## config.mk

```make
export PLATFORM = sky130hd
export DESIGN_NAME = dither_threshold_matrix_generator
export DESIGN_NICKNAME = d
export VERILOG_FILES = /design/src/design/dtm_pkg.sv /design/src/design/dither_threshold_matrix_generator.sv /design/src/design/dtm_levels.sv /design/src/design/dtm_interp.sv
export VERILOG_INCLUDE_DIRS = /design/src /design/src/design
export SDC_FILE = /design/constraint.sdc
export NUM_CORES = 1
export LEC_CHECK = 0
export BUFFER_PORTS_ARGS = -buffer_cell sky130_fd_sc_hd__clkbuf_2
export CAP_MARGIN = 40
export CORE_MARGIN = 8
export CORE_UTILIZATION = 56
export DETAILED_ROUTE_END_ITERATION = 12
export GPL_TIMING_DRIVEN = 0
export PLACE_DENSITY = 0.88
export SYNTH_ARGS = -nofsm -noshare
export SYNTH_HDL_FRONTEND = slang
export SYNTH_SLANG_ARGS = --single-unit
```

## constraint.sdc

```tcl
create_clock -name clk -period 5.4 [get_ports clk]
set_input_delay 1.08 -clock clk [delete_from_list [all_inputs] [get_ports clk]]
set_output_delay 1.08 -clock clk [all_outputs]
set_load 0.02 [all_outputs]
```

## src/design/dither_threshold_matrix_generator_defines.svh

```systemverilog
// Assertion macros shared by the dither threshold matrix generator.
`ifndef DITHER_THRESHOLD_MATRIX_GENERATOR_DEFINES_SVH
`define DITHER_THRESHOLD_MATRIX_GENERATOR_DEFINES_SVH

// Same-cycle implication, checked on clk and disabled while arst_n is low.
`define DTM_ASSERT_NOW(label, ante, cons, msg) \
	label: assert property (@(posedge clk) disable iff (!arst_n) (ante) |-> (cons)) \
		else $error(msg);

// Next-cycle implication, checked on clk and disabled while arst_n is low.
`define DTM_ASSERT_NEXT(label, ante, cons, msg) \
	label: assert property (@(posedge clk) disable iff (!arst_n) (ante) |=> (cons)) \
		else $error(msg);

`endif

```

## src/design/dtm_pkg.sv

```systemverilog
// Types, constants and the position table of the dither threshold matrix generator.
package dtm_pkg;

	localparam int unsigned LevelW     = 8;
	localparam int unsigned LevelCount = 4;
	localparam int unsigned ChanCount  = 3;
	localparam int unsigned SlotCount  = 16;
	localparam int unsigned EntryCount = 48;
	localparam int unsigned IndexW     = 6;
	localparam int unsigned ChanW      = 2;
	localparam int unsigned SlotW      = 4;
	localparam int unsigned PosW       = 4;

	localparam logic [LevelW-1:0] LevelMax  = 8'd255;
	localparam logic [IndexW-1:0] LastIndex = IndexW'(EntryCount - 1);
	localparam logic [ChanW-1:0]  LastChan  = ChanW'(ChanCount - 1);

	typedef struct packed {
		logic [7:0] slope;
		logic [7:0] offset;
	} dtm_req_t;

	typedef struct packed {
		logic [5:0] entry_index;
		logic [7:0] threshold;
		logic       last_entry;
	} dtm_res_t;

	typedef logic [LevelCount-1:0][LevelW-1:0] dtm_levels_t;

	// Pixel position of each matrix slot; the inverse of the slot offsets
	// 0,30,24,6 / 15,45,39,21 / 12,42,36,18 / 3,33,27,9 divided by three.
	function automatic logic [PosW-1:0] slot_to_pos(input logic [SlotW-1:0] slot);
		logic [PosW-1:0] pos;
		unique case (slot)
			4'd0:    pos = 4'd0;
			4'd1:    pos = 4'd12;
			4'd2:    pos = 4'd3;
			4'd3:    pos = 4'd15;
			4'd4:    pos = 4'd8;
			4'd5:    pos = 4'd4;
			4'd6:    pos = 4'd11;
			4'd7:    pos = 4'd7;
			4'd8:    pos = 4'd2;
			4'd9:    pos = 4'd14;
			4'd10:   pos = 4'd1;
			4'd11:   pos = 4'd13;
			4'd12:   pos = 4'd10;
			4'd13:   pos = 4'd6;
			4'd14:   pos = 4'd9;
			default: pos = 4'd5;
		endcase
		return pos;
	endfunction

endpackage

```

## src/design/dither_threshold_matrix_generator.sv

```systemverilog
// Top level of the dither threshold matrix generator: sequencer and result register.
//
// A request (slope, offset) is accepted at a rising edge where start is high
// and busy is low. The four quantization levels are registered at that edge.
// The block then walks the 48 matrix entries, one per cycle, computing each
// threshold from the registered levels and loading it into the result register.
// Each entry appears on result for exactly one cycle with result_valid high,
// in index order 0 to 47; last_entry marks index 47.
// The first entry passes through the sequencer registers and then the result
// register before it reaches the ports. The entry counter emits one entry per
// cycle; busy drops during the cycle that computes index 47, so a new request
// can follow with no gap between runs.
// The receiver cannot stall; results are taken as they appear.
// Reset clears the sequencer and the result strobe; no run is in progress after it.
module dither_threshold_matrix_generator (
	input  logic              clk,
	input  logic              arst_n,
	input  logic              start,
	output logic              busy,
	input  dtm_pkg::dtm_req_t req,
	output logic              result_valid,
	output dtm_pkg::dtm_res_t result
);
	import dtm_pkg::*;

	logic                active_q;
	logic [IndexW-1:0]   index_q;
	logic [ChanW-1:0]    chan_q;
	logic [SlotW-1:0]    slot_q;
	dtm_levels_t         levels_q;
	dtm_levels_t         levels_next;
	logic [LevelW-1:0]   threshold;
	logic                accept;
	logic                valid_s1;
	dtm_res_t            result_s1;

	assign busy   = active_q && (index_q != LastIndex);
	assign accept = start && !busy;

	dtm_levels u_levels (
		.req    (req),
		.levels (levels_next)
	);

	dtm_interp u_interp (
		.levels    (levels_q),
		.chan      (chan_q),
		.slot      (slot_q),
		.threshold (threshold)
	);

	always_ff @(posedge clk) begin
		if (accept) begin
			levels_q <= levels_next;
		end
	end

	always_ff @(posedge clk or negedge arst_n) begin
		if (!arst_n) begin
			active_q <= 1'b0;
			index_q  <= '0;
			chan_q   <= '0;
			slot_q   <= '0;
		end else if (accept) begin
			active_q <= 1'b1;
			index_q  <= '0;
			chan_q   <= '0;
			slot_q   <= '0;
		end else if (active_q) begin
			if (index_q == LastIndex) begin
				active_q <= 1'b0;
			end else begin
				index_q <= index_q + 1'b1;
				if (chan_q == LastChan) begin
					chan_q <= '0;
					slot_q <= slot_q + 1'b1;
				end else begin
					chan_q <= chan_q + 1'b1;
				end
			end
		end
	end

	always_ff @(posedge clk or negedge arst_n) begin
		if (!arst_n) begin
			valid_s1 <= 1'b0;
		end else begin
			valid_s1 <= active_q;
		end
	end

	always_ff @(posedge clk) begin
		if (active_q) begin
			result_s1.entry_index <= index_q;
			result_s1.threshold   <= threshold;
			result_s1.last_entry  <= (index_q == LastIndex);
		end
	end

	assign result_valid = valid_s1;
	assign result       = result_s1;

`include "dither_threshold_matrix_generator_defines.svh"

	// The first entry of a run follows its transaction through the sequencer and result registers.
	`DTM_ASSERT_NOW(a_first_after_accept, result_valid && (result.entry_index == '0), $past(start && !busy, 2), "first entry without a matching transaction")
	// Entries within a run follow each other with no gap and in index order.
	`DTM_ASSERT_NEXT(a_index_in_order, result_valid && !result.last_entry, result_valid && (result.entry_index == IndexW'($past(result.entry_index) + 1'b1)), "entry index out of order")
	// While busy, an entry is being computed and must appear in the next cycle.
	`DTM_ASSERT_NEXT(a_busy_emits, busy, result_valid, "busy without an emitted entry")

endmodule

```

## src/design/dtm_levels.sv

```systemverilog
// Quantization level builder: offset plus k times slope, saturated at 255.
module dtm_levels (
	input  dtm_pkg::dtm_req_t    req,
	output dtm_pkg::dtm_levels_t levels
);
	import dtm_pkg::*;

	localparam int unsigned SumW = LevelW + 2;

	always_comb begin
		logic [SumW-1:0] sum;
		for (int k = 0; k < LevelCount; k++) begin
			sum = SumW'(req.offset) + SumW'(k) * SumW'(req.slope);
			levels[k] = (sum > SumW'(LevelMax)) ? LevelMax : sum[LevelW-1:0];
		end
	end

endmodule

```

## src/design/dtm_interp.sv

```systemverilog
// Threshold interpolation between two adjacent levels in 8.4 fixed point.
module dtm_interp (
	input  dtm_pkg::dtm_levels_t levels,
	input  logic [1:0]           chan,
	input  logic [3:0]           slot,
	output logic [7:0]           threshold
);
	import dtm_pkg::*;

	localparam int unsigned AccW = LevelW + PosW + 1;

	logic [LevelW-1:0] base;
	logic [LevelW-1:0] step;
	logic [PosW-1:0]   pos;
	logic [AccW-1:0]   acc;

	always_comb begin
		base = levels[chan];
		// Levels never decrease, so the step is never negative.
		step = levels[ChanW'(chan + 2'd1)] - base;
		pos  = slot_to_pos(slot);
		acc  = {1'b0, base, {PosW{1'b0}}} + AccW'(pos) * AccW'(step);
		threshold = acc[PosW +: LevelW];
	end

endmodule

```

Yosys cells after proc, flatten, opt, wreduce, memory -nomap -nowiden --
Memories as Yosys holds them, arrays and structs flattened. Cells that the tools add are included.
Word-level totals: register bits 61, ROM bits 64, input bits 19, word-level logic and storage cells 58, memories 1
Cells by class: add/subtract/negate cells 8, multiply operators 2, order comparisons 6, equal/unequal tests 4, muxes and demuxes 18, reduce and logical (&&, ||, !) cells 7
Memories:
- (name not given) | depth 16, bits a word 4, rd ports 1, clocked after Yosys merged registers in 0, write ports 0, RTL line dtm_pkg.sv:35 | unique case (slot)
Operator list (number):
- 8-bit binary-select mux with 2-bit select | 2
- 10-bit by 8-bit > comparator with 1-bit output, second input constant | 3
- 6-bit 2-to-1 mux | 3
- 4-bit 2-to-1 mux | 4
- 8-bit 2-to-1 mux | 2
- 12-bit adder | 1
- 4-bit by 8-bit multiplier with 12-bit output | 1
- 8-bit by 10-bit adder with 10-bit output | 1
- 8-bit by 9-bit adder with 10-bit output | 1
- 2-bit by 8-bit multiplier with 10-bit output, first input constant | 1
- 8-bit by 8-bit adder with 9-bit output | 1
- 8-bit > comparator, second input constant | 1
- 2-bit 2-to-1 mux | 4
- 8-bit subtractor | 1
- 6-bit by 1-bit adder with 6-bit output, second input constant | 1
- 6-bit equality test, second input constant | 1
- 2-bit by 3-bit < comparator with 1-bit output, second input constant | 2
- 6-bit != test, second input constant | 1
- 4-bit by 1-bit adder with 4-bit output, second input constant | 1
- 2-bit nonzero test | 2
- 1-bit 2-to-1 mux | 3
- 3-bit AND reduction | 1
- 2-bit by 1-bit adder with 2-bit output, second input constant | 1
- 2-bit equality test, second input constant | 1
- 4 further kinds | 5

Longest topological paths before layout --
depth after elaboration 6, depth in mapped cells 28, gate-level depth less buffers 24

By module --
Synthesis repeated with hierarchy kept, for this count alone.
Second synthesis, totals: cell total of the unflattened synthesis 477, area total of the unflattened synthesis 5312.6 sq um
By module, submodules not included:
- dither_threshold_matrix_generator | instances 1, cells an instance 108, area each 2099.5 sq um, seq. area each 1761.7 sq um
- dtm_interp | instances 1, cells an instance 220, area each 1973.1 sq um, seq. area each 0.0 sq um
- dtm_levels | instances 1, cells an instance 149, area each 1239.9 sq um, seq. area each 0.0 sq um

Worst setup path before layout --
No wires, ideal clock.
path kind register to register, from register chan_q[0], to register result_s1, in the netlist result[7], data pin, library setup time 0.262 ns, arrival time 5.680 ns, data required time 5.138 ns, path slack -0.542 ns, cell stages (with the launch flop) 27, buffers on the path 4, cell sequence dfrtp_1 > buf_4 > buf_2 > inv_1 > ha_1 > buf_2 > mux4_2 > inv_1 > ha_1 > inv_1 > fa_1 > a21o_1 > a21oi_1 > nor2b_1 > clkbuf_1 > nor4_1 > a311oi_1 > fa_1 > fa_1 > inv_1 > fa_1 > ha_1 > a21o_1 > a21oi_1 > a21boi_0 > o21bai_1 > xor2_1
Between the ends: cells in the longest elaborated chain, start to end 6, elaborated cells between the ends (all ways) 8, those cells by class add/sub (3); mul (1); mux (4)
RTL lines:
- start, declared | RTL line dither_threshold_matrix_generator.sv:28 | logic [ChanW-1:0] chan_q;
- start signal, assigned | RTL line dither_threshold_matrix_generator.sv:78 | chan_q <= chan_q + 1'b1;
- 2-bit by 1-bit adder with 2-bit output | RTL line dtm_interp.sv:20 | step = levels[ChanW'(chan + 2'd1)] - base;
- 8-bit binary-select mux with 2-bit select | RTL line dtm_interp.sv:20
- 8-bit 2-to-1 mux (implied by the code) | RTL line dtm_interp.sv:20
- 8-bit subtractor | RTL line dtm_interp.sv:20
- 4-bit by 8-bit multiplier with 12-bit output | RTL line dtm_interp.sv:22 | acc = {1'b0, base, {PosW{1'b0}}} + AccW'(pos) * AccW'(step);
- 12-bit adder (*) | RTL line dtm_interp.sv:22
- named net threshold[6] | RTL line dither_threshold_matrix_generator.sv:32 | logic [LevelW-1:0] threshold;
- end, declared | RTL line dither_threshold_matrix_generator.sv:35 | dtm_res_t result_s1;
The timed path passes the listed nets; every way through them passes the cells marked *. The select of a mux whose other input is x is not followed. A chain may end at the register's enable or synchronous reset.

Worst setup path after layout --
Ends and elaborated chain as after synthesis.

==> flow_summary_export.csv <==
group,metric,value,unit
clock_tree,tritoncts.num_buffers,9,
placed_design,detailedPlacementHpwl,8560,um
sta,finalClockSkew,0.0155,ns
global_routing,grt_pass1_vias,4216,
global_routing,grt_pass1_wl,19200,um
layout,layout.core_utilization,67.4,%
layout,layout_commonest_cell,"sky130_fd_sc_hd__edfxtp_1",
die,floorplan.io_pins,36,
logic_synthesis,ys_dominant_reg_cell,"sky130_fd_sc_hd__edfxtp_1",
worst_setup_path,startpoint_type,"flop",
clock_tree,clk_path_buf_depth,2,
logic_synthesis,yosysUniqueCellTypes,60,
die,fp.dieW,112,um
layout,syn2layout_area_growth,18.2,%
die,area_inside_the_core_boundary,9110,um2
worst_setup_path,required,5.49,ns
min_path,hp-start,"index_q[4]",
clock_tree,cts-root-buf,"sky130_fd_sc_hd__clkbuf_8",
sta,setup_repair_after_global_routing_missed_its_margin,"yes",
global_routing,globalRouteTotalUtil,18.7,%
clock_tree,postCtsHoldBufs,0,
placed_design,gp_routability_congestion,0.889,
sta,postLayoutSetupSlackWorst,-0.223,ns
detailed_routing,detail_route.iter0.violations,123,
layout,post_route_cells_drive_above_1_share,24.4,%
logic_synthesis,synth_sequential_area_ratio,33.9,%
layout,num-fill-cells,616,
logic_synthesis,synth_async_sr_flop_share,23.0,%
sta,period_minus_slack,5.62,ns
sta,fin_worst_hold_slack,0.537,ns
worst_setup_path,timing.critical_path.arrival,5.71,ns
detailed_routing,antenna_left,0,
detailed_routing,post_drt_via_cell_ratio,6.05,
worst_setup_path,timing.critical_path.slowest_stage_cell,"sky130_fd_sc_hd__mux4_2",
layout,antenna-diode-count,0,
logic_synthesis,syn-mean-instance-area,11.2,um2
min_path,min_path_type,"flop to flop",
layout,layout.cells.non_filler,648,
clock_tree,clock_insertion_delay_worst_skew,0.35,ns
sta,maxSlewHeadroom,52.0,%
logic_synthesis,synth_seq_cells,61,
worst_setup_path,worst-setup-path-type,"flop to flop",
clock_tree,htree_num_levels,3,
die,die_height,112,um
global_routing,grt_start_max_net_pins,23,
detailed_routing,routed_wl,11600,um
logic_synthesis,mappedNetlistNets,564,
outcome,violations,"negative setup slack",
layout,ff_latch_area,1760,um2
detailed_routing,num_vias,3921,
worst_setup_path,kind_of_capture_point_of_the_worst_setup_path,"flop",
min_path,holdPathStages,0,
min_path,timing.hold.worst_endpoint,"result[13]",
sta,final_hold_viol_count,0,
sta,final_setup_violations,5,
worst_setup_path,timing.critical_path.slowest_cell_delay,0.54,ns
worst_setup_path,critical_path.reg2reg.startpoint,"chan_q[0]",
worst_setup_path,crit_chain,"buf_6 -> buf_12 -> inv_8 -> ha_4 -> mux4_2 -> ha_4 -> o21a_1 -> o31a_1 -> o21a_1 -> o21a_1 -> or3b_4 -> fa_1 -> fa_1 -> inv_1 -> fa_1 -> ha_4 -> a21o_1 -> a21oi_2 -> a21boi_2 -> o21bai_1 -> xor2_1",
layout,layout.nets,631,
global_routing,antenna_found_initial,0,
placed_design,place.port_buffers,35,
worst_setup_path,regToRegSetupSlack,-0.22,ns
layout,layout.cells.most_common_list,"sky130_fd_sc_hd__edfxtp_1, sky130_fd_sc_hd__ha_1, sky130_fd_sc_hd__inv_1, sky130_fd_sc_hd__clkbuf_2, sky130_fd_sc_hd__nand2_1",
logic_synthesis,synth.cell_area,5200,um2
sta,timing.final.max_slew_violations,0,
die,placement_rows,35,
run,maxCapViolations,0,
die,start_util,57.0,%
worst_setup_path,ff2ff_path_depth,21,
detailed_routing,dr_pass1_iterations,4,
layout,multiInputGateArea,3430,um2
die,die-area,12600,um2
sta,post-route-period-util,104,%
detailed_routing,drc_errors,0,
outcome,run_status,"complete, but fails checks",
global_routing,congestion_overflow_gr,0,
detailed_routing,routed_wire_length_per_instance,17.9,um
worst_setup_path,cp_max_fo,6,
clock_tree,tritoncts_clock_tree,"built",
placed_design,dpl.cell_count,612,
clock_tree,cts.sinks,61,
sta,clock.fmax,0.178,GHz
logic_synthesis,syn_inst,465,
logic_synthesis,synthesis.yosys.warnings,0,
worst_setup_path,rr_endpoint,"result[7]",
logic_synthesis,synth-edff-count,47,
sta,worst-slew-pin-transition,0.720,ns
clock_tree,cts.reportedPaths.clkPinSlew,0.08,ns
cells by family (layout without fill, tap and decap cells):
family	Yosys count	after routing	share of synthesized area, %
DFF	61	61	33.9
xor gates and xnor gates	33	33	5.71
buffers and inverters	57	129	4.41
adders and majority gates	80	80	23.6
and+or+nand+nor	120	120	12.0
muxes	18	18	7.85
AOI/OAI and AO/OA	96	96	12.6
synth_stat cells (6+ instances only):
cell type                  instances  share of area [%]
sky130_fd_sc_hd__a211oi_1          7                1.0
sky130_fd_sc_hd__a21o_1           13                1.9
sky130_fd_sc_hd__a21oi_1          15                1.4
sky130_fd_sc_hd__and2_1           11                1.3
sky130_fd_sc_hd__clkbuf_1          6               0.43
sky130_fd_sc_hd__dfrtp_1          14                6.7
sky130_fd_sc_hd__edfxtp_1         47                 27
sky130_fd_sc_hd__fa_1             30                 12
sky130_fd_sc_hd__ha_1             50                 12
sky130_fd_sc_hd__inv_1            44                3.2
sky130_fd_sc_hd__mux4_1            7                3.5
sky130_fd_sc_hd__mux4_2            9                3.9
sky130_fd_sc_hd__nand2_1          33                2.4
sky130_fd_sc_hd__nand2b_1         16                1.9
sky130_fd_sc_hd__nand3_1           7               0.67
sky130_fd_sc_hd__nor2_1           19                1.4
sky130_fd_sc_hd__nor2b_1           8               0.96
sky130_fd_sc_hd__o21ai_0          18                1.7
sky130_fd_sc_hd__xnor2_1          17                2.9
sky130_fd_sc_hd__xor2_1           15                2.5
per-stage QoR:
stage | TNS (ns) | cell area [um2] | worst slack (ns)
after floorplan | -0.0504 | 5310 | -0.0321
after detailed placement | -1.60 | 5640 | -0.455
after global routing | -1.72 | 6140 | -0.384
final | -0.724 | 6140 | -0.223
after global placement | -0.885 | 5620 | -0.266
after CTS | -0.467 | 6010 | -0.181
how the worst max path moves through the flow:
stage               from        end  slack [ns]  depth (start not counted)
2_1_floorplan  chan_q[0]  result[7]       -0.03                         22
3_3_place_gp   chan_q[0]  result[8]       -0.27                         22
3_5_place_dp   chan_q[0]  result[8]       -0.46                         22
4_1_cts        chan_q[0]  result[7]       -0.18                         21
5_1_grt        chan_q[0]  result[7]       -0.38                         24
6_report       chan_q[0]  result[7]       -0.22                         21
per-layer routing:
metal / vias up / share of wire, % / track usage, % / wire, um
met3: 31 / 4.5 / 3.33 / 524
met2: 133 / 55 / 35.5 / 6390
met5: - / 0 / 0 / 0
met1: 1934 / 38 / 19.2 / 4380
met4: 0 / 2.8 / 9.71 / 320
li1: 1823 / - / - / -
flip-flops by register name (all words and copies together), names as in the netlist:
name and cells:
chan_q 2, levels_q 32, result 15, index_q 6, active_q 1, result_valid 1, slot_q 4
critical path, delay by kind of cell (launching register included):
| kind | cells | cell delay [ns] |
|---|---|---|
| buf+inv | 4 | 0.30 |
| fa+ha+maj | 6 | 2.34 |
| simple gates | 1 | 0.40 |
| compound gates | 8 | 1.27 |
| mux | 1 | 0.54 |
| flops | 1 | 0.37 |
| xor+xnor | 1 | 0.14 |
final cells by class:
type,instances,share of cell area [%]
Tap cell,111,2.26
Sequential cell,61,28.7
Timing Repair Buffer,59,6.03
Inverter,45,2.87
Clock buffer,9,2.02
Multi-Input combinational cell,347,55.8
Buffer,9,1.08
Clock inverter,7,1.20
timing repair:
| item | CTS | global route |
|---|---|---|
| pin swaps | 12 | 27 |
| buffers inserted | 16 | 7 |
| setup endpoints to repair | 6 | 6 |
| gates resized for setup | 13 | 21 |
Power is left out: the tool's default activity adds up to more than one toggle a clock period on the data nets, which glitch-free logic cannot reach.
